File: config.mk
export PLATFORM = sky130hd
export DESIGN_NAME = code_point_unit_encoder
export DESIGN_NICKNAME = d
export VERILOG_FILES = /design/src/rtl/cpue_pkg.sv /design/src/rtl/code_point_unit_encoder.sv /design/src/rtl/cpue_decode.sv /design/src/rtl/cpue_serializer.sv
export SDC_FILE = /design/constraint.sdc
export NUM_CORES = 1
export LEC_CHECK = 0
export ABC_AREA = 0
export CAP_MARGIN = 10
export CELL_PAD_IN_SITES_DETAIL_PLACEMENT = 1
export CELL_PAD_IN_SITES_GLOBAL_PLACEMENT = 1
export CORE_UTILIZATION = 53
export CTS_BUF_LIST = sky130_fd_sc_hd__clkbuf_16
export DETAILED_ROUTE_END_ITERATION = 7
export DONT_BUFFER_PORTS = 1
export GPL_ROUTABILITY_DRIVEN = 1
export PLACE_DENSITY = 0.83
export SETUP_SLACK_MARGIN = 0.4
export SLEW_MARGIN = 20
export SYNTH_ARGS = -nofsm -noshare
export SYNTH_HDL_FRONTEND = slang
export SYNTH_SLANG_ARGS = --single-unit
export TNS_END_PERCENT = 20
File: constraint.sdc
create_clock -name aclk -period 9.63 [get_ports aclk]
set_input_delay 1.4445 -clock aclk [delete_from_list [all_inputs] [get_ports aclk]]
set_output_delay 1.4445 -clock aclk [all_outputs]
set_load 0.1 [all_outputs]
File: src/rtl/cpue_pkg.sv
// Package for the code point unit encoder: payload types, decoded item bundle, codes.
`default_nettype none
package cpue_pkg;

    // Width codes of the unit width register
    localparam logic [1:0] WIDTH_BYTE = 2'd0;
    localparam logic [1:0] WIDTH_HALF = 2'd1;
    localparam logic [1:0] WIDTH_WORD = 2'd2;

    // Register map
    localparam int unsigned ADDR_BITS      = 3;
    localparam logic        REG_UNIT_WIDTH = 1'b0;  // word index in paddr[2]

    // Input item actions
    localparam logic ACT_ENCODE    = 1'b0;
    localparam logic ACT_TERMINATE = 1'b1;

    // Input item
    typedef struct packed {
        logic        action;
        logic [63:0] code_value;
        logic        raw;
    } cpue_in_t;

    // Result item
    typedef struct packed {
        logic [31:0] unit;
        logic        last_unit;
        logic        truncated;
        logic [15:0] unit_count;
    } cpue_out_t;

    // One decoded item: up to four units waiting for the result channel
    typedef struct packed {
        logic [3:0][31:0] units;
        logic [1:0]       last_idx;
        logic             truncated;
        logic             terminate;
    } cpue_dec_t;

endpackage
`default_nettype wire

File: src/rtl/code_point_unit_encoder.sv
// Top level of the code point unit encoder: register port, decode and unit serializer.
//
// Each input transfer is decoded in the cycle it is accepted and parked in a hold
// stage; the serializer then moves one code unit per cycle, unless the result side
// stalls, into the result register. An item has one unit for a raw value, a
// terminator or a single unit, two for a surrogate pair or a two-byte UTF-8
// sequence, three or four for a three- or four-byte one. The next item is accepted
// in the cycle the last unit of the current one moves to the result register, so
// single-unit items stream at one per cycle unless stalled. The user must write the
// unit width register at byte address 0 only while idle; this is not enforced.
`default_nettype none
module code_point_unit_encoder #(
    parameter int unsigned COUNT_BITS = 16
) (
    input  wire logic                              aclk,
    input  wire logic                              aresetn,
    // APB register port
    input  wire logic                              psel,
    input  wire logic                              penable,
    input  wire logic                              pwrite,
    input  wire logic [cpue_pkg::ADDR_BITS-1:0]    paddr,
    input  wire logic [31:0]                       pwdata,
    output logic      [31:0]                       prdata,
    output logic                                   pready,
    // Input items
    input  wire logic                              s_valid,
    output logic                                   s_ready,
    input  wire cpue_pkg::cpue_in_t                s_data,
    // Result units
    output logic                                   m_valid,
    input  wire logic                              m_ready,
    output cpue_pkg::cpue_out_t                    m_data
);

    logic [1:0]          width_reg;
    cpue_pkg::cpue_dec_t dec;
    logic                reg_sel;

    assign pready  = 1'b1;
    assign reg_sel = (paddr[2] == cpue_pkg::REG_UNIT_WIDTH);

    // Unit width register
    always_ff @(posedge aclk) begin
        if (!aresetn) begin
            width_reg <= cpue_pkg::WIDTH_BYTE;
        end else if (psel && penable && pwrite && reg_sel) begin
            width_reg <= pwdata[1:0];
        end
    end

    assign prdata = reg_sel ? {30'd0, width_reg} : 32'd0;

    cpue_decode u_decode (
        .width_code (width_reg),
        .item       (s_data),
        .dec        (dec)
    );

    cpue_serializer #(
        .COUNT_BITS (COUNT_BITS)
    ) u_serializer (
        .aclk      (aclk),
        .aresetn   (aresetn),
        .in_valid  (s_valid),
        .in_ready  (s_ready),
        .in_dec    (dec),
        .out_valid (m_valid),
        .out_ready (m_ready),
        .out_item  (m_data)
    );

endmodule
`default_nettype wire

File: src/rtl/cpue_decode.sv
// Combinational decode of one input item into its code units.
`default_nettype none
module cpue_decode (
    input  wire logic [1:0]       width_code,
    input  wire cpue_pkg::cpue_in_t item,
    output cpue_pkg::cpue_dec_t     dec
);

    always_comb begin
        logic [63:0] v;
        logic [31:0] mask;
        logic        over;
        logic [25:0] d;

        v = item.code_value;
        d = v[25:0] - 26'h10000;

        // Unit mask and raw overflow per width
        case (width_code)
            cpue_pkg::WIDTH_BYTE: begin
                mask = 32'h0000_00FF;
                over = |v[63:8];
            end
            cpue_pkg::WIDTH_HALF: begin
                mask = 32'h0000_FFFF;
                over = |v[63:16];
            end
            default: begin
                mask = 32'hFFFF_FFFF;
                over = |v[63:32];
            end
        endcase

        dec           = '0;
        dec.units[0]  = v[31:0] & mask;

        if (item.action == cpue_pkg::ACT_TERMINATE) begin
            // Zero terminator
            dec.units[0]  = '0;
            dec.terminate = 1'b1;
        end else if (item.raw) begin
            dec.truncated = over;
        end else if (width_code == cpue_pkg::WIDTH_BYTE) begin
            // UTF-8: lead byte then continuation bytes
            if (~|v[63:7]) begin
                dec.last_idx = 2'd0;
            end else if (~|v[63:11]) begin
                dec.units[0] = {24'd0, 8'hC0 | v[13:6]};
                dec.units[1] = {24'd0, 2'b10, v[5:0]};
                dec.last_idx = 2'd1;
            end else if (~|v[63:16]) begin
                dec.units[0] = {24'd0, 8'hE0 | v[19:12]};
                dec.units[1] = {24'd0, 2'b10, v[11:6]};
                dec.units[2] = {24'd0, 2'b10, v[5:0]};
                dec.last_idx = 2'd2;
            end else begin
                dec.units[0] = {24'd0, 8'hF0 | v[25:18]};
                dec.units[1] = {24'd0, 2'b10, v[17:12]};
                dec.units[2] = {24'd0, 2'b10, v[11:6]};
                dec.units[3] = {24'd0, 2'b10, v[5:0]};
                dec.last_idx = 2'd3;
            end
        end else if (width_code == cpue_pkg::WIDTH_HALF && (|v[63:16])) begin
            // UTF-16 surrogate pair
            dec.units[0] = {16'd0, 16'hD800 | d[25:10]};
            dec.units[1] = {16'd0, 6'b110111, d[9:0]};
            dec.last_idx = 2'd1;
        end
    end

endmodule
`default_nettype wire

File: src/rtl/cpue_serializer.sv
// Holds one decoded item; issues units one per cycle to the result unless stalled.
`default_nettype none
module cpue_serializer #(
    parameter int unsigned COUNT_BITS = 16
) (
    input  wire logic                aclk,
    input  wire logic                aresetn,
    input  wire logic                in_valid,
    output logic                     in_ready,
    input  wire cpue_pkg::cpue_dec_t in_dec,
    output logic                     out_valid,
    input  wire logic                out_ready,
    output cpue_pkg::cpue_out_t      out_item
);

    logic                   hold_valid_reg;
    cpue_pkg::cpue_dec_t    hold_reg;
    logic [1:0]             idx_reg;
    logic                   out_valid_reg;
    cpue_pkg::cpue_out_t    out_reg;
    logic [COUNT_BITS-1:0]  cnt_reg;

    logic                   out_load;
    logic                   at_last;
    logic                   accept;
    logic [COUNT_BITS-1:0]  cnt_next;
    logic [COUNT_BITS+15:0] cnt_ext;

    // Move one unit forward whenever the result register is free or draining
    assign out_load = hold_valid_reg && (!out_valid_reg || out_ready);
    assign at_last  = (idx_reg == hold_reg.last_idx);
    assign in_ready = !hold_valid_reg || (out_load && at_last);
    assign accept   = in_valid && in_ready;

    // Saturating unit count
    assign cnt_next = (cnt_reg == {COUNT_BITS{1'b1}}) ? cnt_reg :
                      cnt_reg + {{(COUNT_BITS-1){1'b0}}, 1'b1};
    assign cnt_ext  = {16'd0, cnt_next};

    // Hold stage control
    always_ff @(posedge aclk) begin
        if (!aresetn) begin
            hold_valid_reg <= 1'b0;
            idx_reg        <= '0;
        end else if (accept) begin
            hold_valid_reg <= 1'b1;
            idx_reg        <= '0;
        end else if (out_load) begin
            if (at_last) begin
                hold_valid_reg <= 1'b0;
            end
            idx_reg <= idx_reg + 2'd1;
        end
    end

    // Hold stage payload
    always_ff @(posedge aclk) begin
        if (accept) begin
            hold_reg <= in_dec;
        end
    end

    // Result register control and unit counter
    always_ff @(posedge aclk) begin
        if (!aresetn) begin
            out_valid_reg <= 1'b0;
            cnt_reg       <= '0;
        end else if (out_load) begin
            out_valid_reg <= 1'b1;
            cnt_reg       <= hold_reg.terminate ? '0 : cnt_next;
        end else if (out_ready) begin
            out_valid_reg <= 1'b0;
        end
    end

    // Result register payload
    always_ff @(posedge aclk) begin
        if (out_load) begin
            out_reg.unit       <= hold_reg.units[idx_reg];
            out_reg.last_unit  <= at_last;
            out_reg.truncated  <= hold_reg.truncated;
            out_reg.unit_count <= cnt_ext[15:0];
        end
    end

    assign out_valid = out_valid_reg;
    assign out_item  = out_reg;

endmodule
`default_nettype wire

; ---- After elaboration in Yosys (flattened, before gate mapping)
; Cells that the tools add are included.
; Widths: inputs -> output; s select.
[totals]
reg_bits = 204
input_bits = 108
out_inout_bits = 85
wordCells = 85
[classes]
addsub = 3
order_cmp = 1
eq_ne = 3
muxes = 27
bitwise_logic = 8
reduce_logical = 26
[op_table]
columns = op, n
row1 = $mux 98, 5
row2 = $mux 66, 2
row3 = $mux 128, 1
row4 = $mux 72, 1
row5 = $bmux 32 s2, 1
row6 = $mux 64, 1
row7 = $pmux 32 s2, 1
row8 = $reduce_or 57->1, 1
row9 = $reduce_or 56->1, 1
row10 = $reduce_or 53->1, 1
row11 = $mux 50, 1
row12 = $reduce_or 48->1, 1
row13 = $mux 34, 1
row14 = $and 32x32->32, 1
row15 = $mux 16, 2
row16 = $mux 32, 1
row17 = $reduce_or 32->1, 1
row18 = $sub 24x17->24 const B, 1
row19 = $add 16x1->16 const B, 1
row20 = $eq 16x16->1 const B, 1
row21 = $mux 8, 1
row22 = $logic_and 1x1->1, 7
row23 = $not 1->1, 7
row24 = $mux 1, 6
row25 = 14 further kinds, 21

; ---- Logic depth before layout (Yosys ltp)
[logic_depth]
word_depth = 11
depth_mapped = 8

; ---- By module
; From an unflattened synthesis, not the netlist that was laid out.
[unflattened]
cells_unflattened = 716
area_unflattened_um2 = 9766.9
[modules_own_cells]
columns = module, instances, cells_per_inst, area_each_um2, seq_area_each_um2
row1 = cpue_serializer, 1, 389, 7547.2, 5865.6
row2 = cpue_decode, 1, 283, 1873.0, 0.0
row3 = code_point_unit_encoder, 1, 44, 346.6, 40.0

; ---- Worst setup path before layout
; Ideal clock, no wire load.
[synth_timing]
path_kind = input to register
startpoint = input port m_ready
endpoint = register u_serializer.hold_reg[0] in the netlist's numbering, enable pin
setup_ns = 0.425
arrival_ns = 3.861
required_time_ns = 9.205
path_slack_ns = 5.344
path_stages = 3
n_path_buf = 0
cell_sequence = nand2b_1 -> a21o_1 -> and2_1
[synth_via]
elab_chain_len = 5
[synth_rtl]
columns = item, line
row1 = from (decl), code_point_unit_encoder.sv:31  ; input wire logic m_ready,
row2 = $logic_or 1x1->1, cpue_serializer.sv:30  ; assign out_load = hold_valid_reg && (!out_valid_reg || out_ready);
row3 = $logic_and 1x1->1, cpue_serializer.sv:30
row4 = $logic_and 1x1->1, cpue_serializer.sv:32  ; assign in_ready = !hold_valid_reg || (out_load && at_last);
row5 = $logic_or 1x1->1, cpue_serializer.sv:32
row6 = via s_ready, code_point_unit_encoder.sv:27  ; output logic s_ready,
row7 = $logic_and 1x1->1, cpue_serializer.sv:33  ; assign accept = in_valid && in_ready;
row8 = via u_serializer.accept, cpue_serializer.sv:25  ; logic accept;
row9 = to (signal assigned), cpue_serializer.sv:59  ; hold_reg <= in_dec;
row10 = to (decl), cpue_serializer.sv:17  ; cpue_pkg::cpue_dec_t hold_reg;
; The timed path passes the listed nets, and every way through them passes these cells.
; A chain may end at the register's enable or synchronous reset.

; ---- Final worst setup path
[layout_timing]
startpoint = register width_reg[1]
endpoint = output port prdata[1]
[layout_via]
elab_chain_len = 1
[layout_rtl]
columns = item, line
row1 = from (decl), code_point_unit_encoder.sv:35  ; logic [1:0] width_reg;
row2 = from (signal assigned), code_point_unit_encoder.sv:45  ; width_reg <= cpue_pkg::WIDTH_BYTE;
row3 = from (signal assigned), code_point_unit_encoder.sv:47  ; width_reg <= pwdata[1:0];
row4 = $mux 2, code_point_unit_encoder.sv:51  ; assign prdata = reg_sel ? {30'd0, width_reg} : 32'd0;
row5 = to (decl), code_point_unit_encoder.sv:23  ; output logic [31:0] prdata,
; Every way passes these cells.

==> qor.txt <==
status = finished, final reports clean
# IOs = 193
Root Driver = clkbuf_16
number of max-cap violations = 0
DRC = 0
period utilisation layout = 40.4%
sequential share of power = 49.1%
Max VDD drop = 0.000127 V
sequential share of the synthesized area = 57.9%
RSZ-0062 raised after global routing = no
Mapped Area = 6520 µm²
Largest register FFs = 61
die area = 12,700 µm²
Crit path required time = 8.19 ns
Worst-Skew Late Latency = 0.43 ns
GRT overflow = 0
CP arrival = 2.44 ns
Sw Pwr = 0.480 mW
first-pass GRT wire length = 25,600 µm
DRT iter0 DRCs = 444
WL/cell = 23.5 µm
Initial Util = 54.3%
Relative slew margins = 27.9%
part of the power in the clock network = 42.8%
initial antenna violation count = 0
Fin Setup TNS = 0 ns
number of fill cells = 1,255
Die X = 113 µm
Final Hold Viols = 0
number of global-route vias before repair = 4,582
H-tree lvl count = 4
Worst Skew = 0.0141 ns
via count = 4,562
Worst Hold Class = reg2reg
distinct cell type count of the synthesized netlist = 59
Area Overhead vs Synth = 8.87%
Clock transition at path regs = 0.07 ns
Post-synth top flop = edfxtp_1
Post-CTS Repair Setup Buffers = 0
switching part of the total power = 29.8%
Hold-fix buffers, CTS = 0
post-synth top area cell = edfxtp_1
Antenna diodes = 0
fraction of layout cells with a size suffix above 1 = 10.7%
Crit. Startpoint = width_reg[1]$_SDFFE_PN0P_
1st-pass router iterations = 5
Peak Freq = 257 MHz
crit-path max FO = 23
Synth Instances = 569
Yosys top cell area share = 51.2%
Num CTS Buffers = 17
final antenna-violating net count = 0
Avg Inst Size Synth = 11.5 µm²
Power Dens Cells = 227 nW/µm²
combinational share of power = 8.1%
Async SR Flop Fraction = 0%
Ys Warns = 0
core footprint = 12,000 µm²
Synth Register Bits = 133
Worst Setup Start Kind = flop
final wirelength = 16,900 µm
Nets = 670
Synth area leaders = edfxtp_1 (51%), dfxtp_1 (6.8%), buf_4 (4.4%)
largest net degree at the start of global routing = 63
Final min period = 3.89 ns
Slew Viols, Final = 0
number of core rows = 40
FF-to-FF Start = u_serializer.idx_reg[0]$_SDFFE_PP0P_
IO buf count = 0
CTS Buffer Depth = 2
CTS sink cnt = 133
routed vias/inst = 6.34
routability cong. = 0.851
GR Util All Layers = 27.4%
Leak Pwr = 2.55 nW
Post-synth EDFFs = 111
CP Capture Type = output port
HP Start = u_serializer.hold_reg[1]$_SDFFCE_PP0P_
die height = 113 µm
Pint = 1.13 mW
Final Power = 1.61 mW
WS Path Type = reg2out
Worst-Margin Slew = 1.08 ns
Detailed Place HPWL = 11,000 µm
CTS tree = built
Setup-failing EPs final = 0
CTS resizes = 0
-- path summary, 6_finish.rpt --
path                                                        endpoint  slack [ns]  depth (start not counted)
worst max register to register  u_serializer.idx_reg[0]$_SDFFE_PP0P_        6.33                          7
worst max-delay path                                       prdata[1]        5.74                          2
worst min-delay path             u_serializer.out_item[16]$_DFFE_PP_        0.45                          0
worst min register to register   u_serializer.out_item[16]$_DFFE_PP_        0.45                          0
-- layout make-up --
class / instances / area (µm²) / share of cell area [%]
clock buffer: 17 / 425 / 6.00
multi-input combinational: 386 / 2420 / 34.1
sequential: 133 / 3770 / 53.2
timing repair buffer: 3 / 22.5 / 0.317
clock inverter: 15 / 203 / 2.86
tap: 147 / 184 / 2.59
inverter: 18 / 67.6 / 0.952
-- cell usage in the layout, fill, tap and decap left out, types with 8 or more instances in the layout --
| cell | instances |
|---|---|
| a21oi_1 | 39 |
| a31oi_1 | 13 |
| and2_1 | 19 |
| and3_1 | 23 |
| clkbuf_16 | 17 |
| conb_1 | 31 |
| dfxtp_1 | 22 |
| edfxtp_1 | 111 |
| inv_1 | 16 |
| mux2i_1 | 10 |
| nand2_1 | 41 |
| nand3_1 | 14 |
| nand4_1 | 8 |
| nor2_1 | 43 |
| nor3_1 | 19 |
| nor4_1 | 9 |
| nor4_2 | 8 |
| o21ai_0 | 14 |
| xnor2_1 | 11 |
-- cells in the mapped netlist (3+ instances only) --
cell	number
a2111oi_0	3
a21oi_1	39
a221oi_1	5
a31oi_1	13
and2_1	20
and3_1	23
buf_2	5
buf_4	38
clkbuf_1	16
dfxtp_1	22
edfxtp_1	111
ha_1	3
inv_1	16
mux2i_1	10
mux4_2	7
nand2_1	41
nand2b_1	4
nand3_1	14
nand4_1	8
nor2_1	44
nor2b_1	4
nor3_1	19
nor4_1	10
nor4_2	7
o21ai_0	15
o21ai_1	4
o2bb2ai_1	6
or3_1	7
xnor2_1	11
xor2_1	5
-- power groups by stage --
stage	Clock, mW	Sequential (mW)	Combinational, mW
floorplan	0	0.792	0.124
global placement	0	0.798	0.125
detailed placement	0	0.801	0.129
CTS	0.695	0.790	0.131
global route	0.716	0.793	0.139
finish	0.688	0.790	0.131
-- worst max-delay path, stage by stage (launching register included) --
cell and delay [ns]:
dfxtp_1 0.81, inv_1 0.31, nor2_2 0.90
-- metal layers --
layer / global-route usage (%) / wire length, µm / share of wire (%)
met3: 7.02 / 1290 / 7.6
met2: 46.9 / 8700 / 52
met1: 32.6 / 6430 / 38
met4: 12.8 / 451 / 2.7
met5: 0 / 0 / 0
-- stage by stage --
step	cells	setup slack [ns]	hold slack (ns)	util, %	area, µm²
after floorplan	598	5.34	0.400	-	6630
after global placement	687	5.65	0.409	53.8	6460
after detailed placement	687	5.53	0.435	53.8	6460
after CTS	719	5.73	0.442	59.0	7090
after global routing	719	5.54	0.450	59.1	7090
final	719	5.74	0.450	59.1	7090
-- cells by family (layout without fill, tap and decap cells) --
group / after synthesis / count (layout) / share of synthesized area [%]
buffers and inverters: 79 / 53 / 6.84
XOR/XNOR: 16 / 16 / 2.15
AND/OR/NAND/NOR: 214 / 214 / 18.2
adder cells (fa/ha/maj): 3 / 3 / 0.576
other: 2 / 31 / 0.115
multiplexers: 18 / 18 / 4.13
AO/OA/AOI/OAI: 104 / 104 / 10.1
flip-flops: 133 / 133 / 57.9
No activity file was read; power rests on OpenSTA's default activity.
